--- config.mk ---
export PLATFORM = sky130hd
export DESIGN_NAME = can_frame_serial_deframer_unit
export DESIGN_NICKNAME = d
export VERILOG_FILES = /design/src/rtl/cfsd_pkg.sv /design/src/rtl/cfsd_frame_tracker.sv /design/src/rtl/can_frame_serial_deframer_unit.sv
export SDC_FILE = /design/constraint.sdc
export NUM_CORES = 1
export LEC_CHECK = 0
export BUFFER_PORTS_ARGS = -buffer_cell sky130_fd_sc_hd__buf_2
export CAP_MARGIN = 0
export CORE_ASPECT_RATIO = 1.4
export CORE_MARGIN = 4
export CORE_UTILIZATION = 55
export CTS_BUF_LIST = sky130_fd_sc_hd__clkbuf_16
export DETAILED_ROUTE_END_ITERATION = 8
export PLACE_DENSITY = 0.75
export SLEW_MARGIN = 10
export SYNTH_ARGS = -nofsm -noshare
export SYNTH_HDL_FRONTEND = slang
export SYNTH_SLANG_ARGS = --single-unit
--- constraint.sdc ---
create_clock -name i_clk -period 17.2 [get_ports i_clk]
set_clock_uncertainty 0.2 [all_clocks]
set_input_delay 4.3 -clock i_clk [delete_from_list [all_inputs] [get_ports i_clk]]
set_output_delay 4.3 -clock i_clk [all_outputs]
set_load 0.01 [all_outputs]
--- src/rtl/cfsd_pkg.sv ---
// shared types and constants for the frame deframer
// frame layout positions, checksum seed and the result record
// no dependencies
package cfsd_pkg;

    localparam int unsigned POS_W = 7;

    localparam logic [POS_W-1:0] POS_PAYLOAD_FIRST = 7'd4;
    localparam logic [POS_W-1:0] POS_LENGTH_CODE   = 7'd68;
    localparam logic [POS_W-1:0] POS_CONTROL       = 7'd69;
    localparam logic [POS_W-1:0] POS_NANO_FIRST    = 7'd74;
    localparam logic [POS_W-1:0] POS_USER_FIRST    = 7'd78;
    localparam logic [POS_W-1:0] POS_SUM_LIMIT     = 7'd82;
    localparam logic [POS_W-1:0] POS_FRAME_LAST    = 7'd85;

    localparam logic [31:0] SUM_SEED = 32'h5A5A_5A5A;

    typedef enum logic {
        KIND_DATA    = 1'b0,
        KIND_SUMMARY = 1'b1
    } t_kind;

    typedef struct packed {
        t_kind       kind;
        logic [5:0]  data_index;
        logic [7:0]  data_byte;
        logic [31:0] identifier;
        logic [7:0]  length_code;
        logic [7:0]  control;
        logic [31:0] seconds;
        logic [31:0] nanoseconds;
        logic [31:0] user_word;
        logic        checksum_ok;
        logic        last;
    } t_result;

    // little-endian capture: newest byte enters at the top
    function automatic logic [31:0] shift_in(input logic [31:0] word, input logic [7:0] b);
        return {b, word[31:8]};
    endfunction

endpackage

--- src/rtl/cfsd_frame_tracker.sv ---
// frame position counter, running checksum and header field capture
// builds the result for the byte at hand; depends on cfsd_pkg
module cfsd_frame_tracker (
    input  logic              i_clk,
    input  logic              i_rst_n,
    input  logic              i_commit,
    input  logic [7:0]        i_byte,
    output logic              o_has_result,
    output cfsd_pkg::t_result o_result
);
    import cfsd_pkg::*;

    logic [POS_W-1:0] r_pos, n_pos;
    logic [31:0]      r_sum, n_sum;
    logic [31:0]      r_ident, n_ident;
    logic [7:0]       r_len, n_len;
    logic [7:0]       r_ctrl, n_ctrl;
    logic [31:0]      r_sec, n_sec;
    logic [31:0]      r_nsec, n_nsec;
    logic [31:0]      r_user, n_user;
    logic [31:0]      r_marker, n_marker;
    logic [POS_W-1:0] data_offset;

    assign data_offset = r_pos - POS_PAYLOAD_FIRST;

    always_comb begin
        n_pos    = r_pos + 7'd1;
        n_sum    = r_sum;
        n_ident  = r_ident;
        n_len    = r_len;
        n_ctrl   = r_ctrl;
        n_sec    = r_sec;
        n_nsec   = r_nsec;
        n_user   = r_user;
        n_marker = r_marker;
        o_has_result = 1'b0;
        o_result = '0;

        if (r_pos < POS_SUM_LIMIT) begin
            n_sum = r_sum + {24'd0, i_byte};
        end

        if (r_pos < POS_PAYLOAD_FIRST) begin
            n_ident = shift_in(r_ident, i_byte);
        end else if (r_pos < POS_LENGTH_CODE) begin
            o_has_result        = 1'b1;
            o_result.kind       = KIND_DATA;
            o_result.data_index = data_offset[5:0];
            o_result.data_byte  = i_byte;
        end else if (r_pos == POS_LENGTH_CODE) begin
            n_len = i_byte;
        end else if (r_pos == POS_CONTROL) begin
            n_ctrl = i_byte;
        end else if (r_pos < POS_NANO_FIRST) begin
            n_sec = shift_in(r_sec, i_byte);
        end else if (r_pos < POS_USER_FIRST) begin
            n_nsec = shift_in(r_nsec, i_byte);
        end else if (r_pos < POS_SUM_LIMIT) begin
            n_user = shift_in(r_user, i_byte);
        end else begin
            n_marker = shift_in(r_marker, i_byte);
        end

        // last marker byte closes the frame
        if (r_pos >= POS_FRAME_LAST) begin
            o_has_result         = 1'b1;
            o_result             = '0;
            o_result.kind        = KIND_SUMMARY;
            o_result.identifier  = r_ident;
            o_result.length_code = r_len;
            o_result.control     = r_ctrl;
            o_result.seconds     = r_sec;
            o_result.nanoseconds = r_nsec;
            o_result.user_word   = r_user;
            o_result.checksum_ok = (r_sum == n_marker);
            o_result.last        = 1'b1;
            n_pos = '0;
            n_sum = SUM_SEED;
        end
    end

    always_ff @(posedge i_clk) begin
        if (!i_rst_n) begin
            r_pos    <= '0;
            r_sum    <= SUM_SEED;
            r_ident  <= '0;
            r_len    <= '0;
            r_ctrl   <= '0;
            r_sec    <= '0;
            r_nsec   <= '0;
            r_user   <= '0;
            r_marker <= '0;
        end else if (i_commit) begin
            r_pos    <= n_pos;
            r_sum    <= n_sum;
            r_ident  <= n_ident;
            r_len    <= n_len;
            r_ctrl   <= n_ctrl;
            r_sec    <= n_sec;
            r_nsec   <= n_nsec;
            r_user   <= n_user;
            r_marker <= n_marker;
        end
    end

endmodule

--- src/rtl/can_frame_serial_deframer_unit.sv ---
// top level of the serial frame deframer: input register, frame tracker, result register
// depends on cfsd_pkg and cfsd_frame_tracker
//
// Cuts a stream of received bytes into fixed 86-byte frames by counting alone. Layout,
// multi-byte fields little-endian: identifier (0..3), 64 data bytes (4..67), length code
// (68), control (69), seconds (70..73), nanoseconds (74..77), user word (78..81) and a
// 32-bit marker (82..85). Each data byte leaves at once as a kind-0 transaction with its
// index; the last marker byte yields one kind-1 summary transaction carrying the header
// fields, last = 1 and checksum_ok, which is set when the 32-bit wrapping sum of bytes
// 0..81 seeded with 0x5A5A5A5A equals the marker. Unused fields read 0. The consumer drops
// a frame whose summary shows checksum_ok = 0. There is no resynchronization: a lost or
// extra byte shifts every later frame. Rate: one byte per cycle unless the output stalls;
// a byte passes the input register, then the result register, and the 32-bit add of the
// running sum and the 32-bit marker compare are the deepest logic between them. Header
// bytes and the first three marker bytes produce no transaction and never wait on a
// stalled output; data bytes and the last marker byte wait while a stalled result is held.
module can_frame_serial_deframer_unit (
    input  logic        i_clk,
    input  logic        i_rst_n,
    // byte input
    input  logic        i_valid,
    output logic        o_stall,
    input  logic [7:0]  i_rx_byte,
    // result output
    output logic        o_valid,
    input  logic        i_stall,
    output logic        o_kind,
    output logic [5:0]  o_data_index,
    output logic [7:0]  o_data_byte,
    output logic [31:0] o_identifier,
    output logic [7:0]  o_length_code,
    output logic [7:0]  o_control,
    output logic [31:0] o_seconds,
    output logic [31:0] o_nanoseconds,
    output logic [31:0] o_user_word,
    output logic        o_checksum_ok,
    output logic        o_last
);
    import cfsd_pkg::*;

    // input register
    logic       r_in_valid;
    logic [7:0] r_in_byte;

    // result register
    logic    r_out_valid;
    t_result r_out;

    logic    has_result;
    t_result result;
    logic    out_free;
    logic    in_adv;

    cfsd_frame_tracker u_tracker (
        .i_clk        (i_clk),
        .i_rst_n      (i_rst_n),
        .i_commit     (in_adv),
        .i_byte       (r_in_byte),
        .o_has_result (has_result),
        .o_result     (result)
    );

    // result register can take a new transaction this cycle
    assign out_free = !r_out_valid || !i_stall;
    // a byte without a result never waits
    assign in_adv   = r_in_valid && (!has_result || out_free);
    assign o_stall  = r_in_valid && !in_adv;

    always_ff @(posedge i_clk) begin
        if (!i_rst_n) begin
            r_in_valid <= 1'b0;
        end else if (!o_stall) begin
            r_in_valid <= i_valid;
        end
    end

    always_ff @(posedge i_clk) begin
        if (!o_stall) begin
            r_in_byte <= i_rx_byte;
        end
    end

    always_ff @(posedge i_clk) begin
        if (!i_rst_n) begin
            r_out_valid <= 1'b0;
        end else if (in_adv && has_result) begin
            r_out_valid <= 1'b1;
        end else if (!i_stall) begin
            r_out_valid <= 1'b0;
        end
    end

    always_ff @(posedge i_clk) begin
        if (in_adv && has_result) begin
            r_out <= result;
        end
    end

    assign o_valid       = r_out_valid;
    assign o_kind        = r_out.kind;
    assign o_data_index  = r_out.data_index;
    assign o_data_byte   = r_out.data_byte;
    assign o_identifier  = r_out.identifier;
    assign o_length_code = r_out.length_code;
    assign o_control     = r_out.control;
    assign o_seconds     = r_out.seconds;
    assign o_nanoseconds = r_out.nanoseconds;
    assign o_user_word   = r_out.user_word;
    assign o_checksum_ok = r_out.checksum_ok;
    assign o_last        = r_out.last;

endmodule
# Word level (Yosys, flattened, before mapping)
# Cells that the tools add are included.
[totals] regBits=386 input_bits=12
[classes] add_sub_neg=3 reduce_logical=18 muxes=16 eq_ne=4 magnitude_cmp=6 bitwise=6
[op_table] operator="$mux 32" n=9
[op_table] operator="$add 32x8->32" n=1
[op_table] operator="$eq 32x32->1" n=1
[op_table] operator="$lt 7x7->1 const B" n=4
[op_table] operator="$eq 7x7->1 const B" n=2
[op_table] operator="$reduce_and 8->1" n=1
[op_table] operator="$add 7x1->7 const B" n=1
[op_table] operator="$ge 7x7->1 const B" n=1
[op_table] operator="$lt 7x3->1 const B" n=1
[op_table] operator="$mux 7" n=1
[op_table] operator="$reduce_and 7->1" n=1
[op_table] operator="$mux 1" n=6
[op_table] operator="$not 1->1" n=6
[op_table] operator="$reduce_and 6->1" n=1
[op_table] operator="$sub 6x3->6 const B" n=1
[op_table] operator="$reduce_and 5->1" n=1
[op_table] operator="$logic_not 1->1" n=4
[op_table] operator="$reduce_and 2->1" n=2
[op_table] operator="$reduce_and 4->1" n=1
[op_table] operator="$logic_and 1x1->1" n=3
[op_table] operator="$reduce_or 3->1" n=1
[op_table] operator="$logic_or 1x1->1" n=2
[op_table] operator="$ne 2x1->1 const B" n=1
[op_table] operator="$reduce_bool 2->1" n=1

# Logic depth before layout (Yosys ltp)
[logic_depth] ltp_word=9 depth_mapped=11

# Hierarchy
# Synthesis repeated with hierarchy kept, for this count alone.
[unflattened] hier_cells=1455 hier_area_um2=15974.1
[by_module_without_submodules] mod="cfsd_frame_tracker" area_each_um2=10805.4 cells_each=1275 instances=1
[by_module_without_submodules] mod="can_frame_serial_deframer_unit" area_each_um2=5168.7 cells_each=180 instances=1

# Least setup slack after synthesis
# Ideal clock, no wire load.
[synth_timing] path_kind="input-to-reg" from="input port i_stall" to="register r_out (netlist bit o_checksum_ok) (enable)" arrival_time_ns=12.816 t_required_ns=16.264 path_slack_ns=3.448 path_buffers=2 cell_stages=6 setup_time_ns=0.736 path_cell_list="nand2_1 -> a2111o_1 -> o211ai_1 -> buf_2 -> buf_2 -> a21oi_1"
[synth_via] elab_chain_len=5
[synth_rtl] element="start: declaration" line="can_frame_serial_deframer_unit.sv:26" text="input logic i_stall,"
[synth_rtl] element="$logic_not 1->1"
[synth_rtl] element="$logic_or 1x1->1" line="can_frame_serial_deframer_unit.sv:64" text="assign out_free = !r_out_valid || !i_stall;"
[synth_rtl] element="$logic_or 1x1->1" line="can_frame_serial_deframer_unit.sv:66" text="assign in_adv = r_in_valid && (!has_result || out_free);"
[synth_rtl] element="$logic_and 1x1->1" line="can_frame_serial_deframer_unit.sv:66"
[synth_rtl] element="$logic_and 1x1->1" line="can_frame_serial_deframer_unit.sv:94" text="if (in_adv && has_result) begin"
[synth_rtl] element="end signal: assignment" line="can_frame_serial_deframer_unit.sv:95" text="r_out <= result;"
[synth_rtl] element="end: declaration" line="can_frame_serial_deframer_unit.sv:47" text="t_result r_out;"
# Every way passes these cells.
# A chain may end at the register's enable or synchronous reset.

# Worst setup path in the final report
[layout_timing] from="input port i_stall" to="output port o_stall"
[layout_via] elab_chain_len=6
[layout_rtl] element="$logic_not 1->1"
[layout_rtl] element="$logic_or 1x1->1" line="can_frame_serial_deframer_unit.sv:64"
[layout_rtl] element="$logic_or 1x1->1" line="can_frame_serial_deframer_unit.sv:66"
[layout_rtl] element="$logic_and 1x1->1" line="can_frame_serial_deframer_unit.sv:66"
[layout_rtl] element="$logic_not 1->1" line="can_frame_serial_deframer_unit.sv:67" text="assign o_stall = r_in_valid && !in_adv;"
[layout_rtl] element="$logic_and 1x1->1" line="can_frame_serial_deframer_unit.sv:67"
[layout_rtl] element="end: declaration" line="can_frame_serial_deframer_unit.sv:22" text="output logic o_stall,"
# Every way passes these cells.

==> metrics <==
post-CTS sizing=0; worst setup margin=7860 ps; required time worst endpoint=12700 ps; Hold Path Depth=2; setup violators final=0; critical path class=in2out; cts bufs inserted=36; Setup TNS=0 ps; Primary FF master, synth=dfxtp_1; flops & latches, synth=386; CTS Hold Bufs=0; combinational cell fraction of total power=3.2%; worst slew pin tran=1180 ps; sequential area share after synthesis=58.4%; ys async rst share=0%; fmax=107 MHz; H-tree Lvls=2; CP max FO=5; most common cell after layout, fill and taps aside=nand2_1; status=completed; Sw Pwr=0.375 mW; synth warn=0; Die Wd=153 µm; period utilization=54.3%; Switching Share=21.5%; Worst Reg2Reg Path Length in Cells=9; largest net degree at the start of global routing=162; Area Overhead vs Synth=13.2%; total grt overflow=0; crit start category=input port; EDFF count, synth=169; Port Buffers=174; Final Hold Viols=0; CTS clk-pin slew, worst paths=60 ps; Die H=211 µm; vias in the first global route=10627; Avg WL per Cell=18.1 µm; Pwr Total=1.74 mW; endpoint class of the critical path=output pin; Flop pwr share=55.3%; Tot GR Track Use=22.7%; Finished Cell Area=0.0183 mm²; final net count=1672; Arrival @ worst endpoint=4840 ps; Inst Count DP=1983; max-slew violation count=0; die area=0.0322 mm²; Clk pwr share=41.5%; I/O Pins=175; Row Count=73; number of max-cap violations=0; cell area after synthesis=0.0161 mm²; share of cells above drive strength 1=15.5%; DP HPWL=24.3 mm; Final Non-Filler Cells=2049; min-delay src=u_tracker.r_ident[6]; peak supply drop=0.0640 mV; CP startpoint=i_stall; Yosys top cell area share=31.5%; Antenna diodes=0; core area=0.0287 mm²; Starting DRT DRC Count=681; via count=11172; Tmin final=9340 ps; Worst R2R End=u_tracker.r_sum[6]; remaining antenna violation count=0; synth unique cells=74; HP Class=reg2reg; max_slew headroom=21.0%; Pint=1.37 mW; most frequent cells in the layout=298 x nand2_1, 217 x dfxtp_1, 173 x buf_2, 169 x edfxtp_1, 153 x and2_1; leakage power=6.89 nW; dominant cell type by area after synthesis=edfxtp_1; via/cell ratio=5.45; R2R setup slack=12900 ps; Avg Cell Area, Syn=10.6 µm²; Clock Sink Count=386; RSZ-0062 raised after global routing=no; Root Buffer=clkbuf_16; power per standard cell area=95.6 mW/mm²; Setup crit end=o_stall; total setup buffers inserted after CTS=0; Final Wtd Congestion=1.00; synth top area cells=edfxtp_1 31%, dfxtp_1 27%, nand2_1 6.9%; clk buf depth=3; Initial DRT Pass Iterations=7; Remaining DRCs=0; CTS tree=built; antenna violations before repair=0; Clock Latency Late Sink=540 ps; post-placement worst setup slack=7850 ps; FF-to-FF Start=u_tracker.r_pos[3]; initial core utilization=56.2%; Mapped Nets=1545; Syn Inst Count=1519; Placed Area=0.0172 mm²; first-pass GRT wire length=58.4 mm; routed wire length=37.1 mm
cell type report:
type | instances | area, µm²
clock buffer | 37 | 926
clock inverter | 29 | 153
fill | 2332 | 10400
inverter | 39 | 148
multi-input combinational | 994 | 6140
sequential | 386 | 9420
tap | 375 | 469
timing repair buffer | 189 | 998
routing by layer:
metal,track usage (%),part of all wire (%)
met5,0,0
met4,9.07,3.7
met3,3.25,4.5
met2,40.3,52
met1,27.9,40
cell families after synthesis:
kind of cell,after synthesis,share of synthesized area (%)
AO/OA/AOI/OAI,250,11.5
buffers and inverters,139,3.66
flip-flops,386,58.4
AND/OR/NAND/NOR,639,19.9
adder cells (fa/ha/maj),14,1.13
XOR/XNOR,36,1.96
multiplexers,55,3.43
sequential cells by signal, summed over array words and instances (netlist names), 8 cells and up:
register / cells
o_identifier: 32
o_nanoseconds: 32
o_seconds: 32
o_user_word: 32
u_tracker.r_ident: 32
u_tracker.r_marker: 32
u_tracker.r_nsec: 32
u_tracker.r_sec: 32
u_tracker.r_sum: 32
u_tracker.r_user: 32
o_control: 8
o_data_byte: 8
o_length_code: 8
r_in_byte: 8
u_tracker.r_ctrl: 8
u_tracker.r_len: 8
worst max-delay path: stages:
cell	delay, ps
buf_2	70
nand2_1	110
nor2_1	190
buf_2	160
power groups by stage:
stage / Clock [mW] / Sequential [mW] / Combinational (mW)
after global placement: 0 / 0.984 / 0.0536
after floorplan: 0 / 0.978 / 0.0431
final: 0.724 / 0.964 / 0.0563
after CTS: 0.742 / 0.964 / 0.0552
after detailed placement: 0 / 0.984 / 0.0551
after global routing: 0.780 / 0.964 / 0.0620
synth_stat cells (3+ instances only):
library cell,number
o211ai_1,3
clkbuf_1,73
nor3_1,14
mux2i_1,53
nand4_1,11
a2111oi_0,3
and4_1,7
buf_2,18
buf_6,4
nor4_1,15
dfxtp_1,217
or4_1,5
and2_1,153
and3_1,5
a21boi_0,133
nand3_1,24
or2_2,3
a211oi_1,5
nor2_1,32
inv_1,38
a21oi_1,18
a21o_1,6
o21ai_1,4
buf_4,4
nor2b_1,55
xnor2_1,24
a32oi_1,5
a31oi_1,5
o22ai_1,8
o21a_1,5
edfxtp_1,169
o31ai_1,6
a222oi_1,5
nand2_1,298
ha_1,13
o21ai_0,19
xor2_1,12
worst min-delay path by stage:
stage	end	slack [ps]
after global placement	u_tracker.r_user[1]	250
final	u_tracker.r_ident[6]	260
after detailed placement	u_tracker.r_ident[6]	260
after CTS	u_tracker.r_ident[6]	260
after global routing	u_tracker.r_user[7]	290
after floorplan	u_tracker.r_ident[0]	240
stage by stage:
stage	utilization (%)	hold WS, ps
after detailed placement	59.9	256
final	63.7	262
after floorplan	-	239
after CTS	63.6	264
after global routing	63.7	288
after global placement	59.9	246
(Power assumes the default switching activity.)
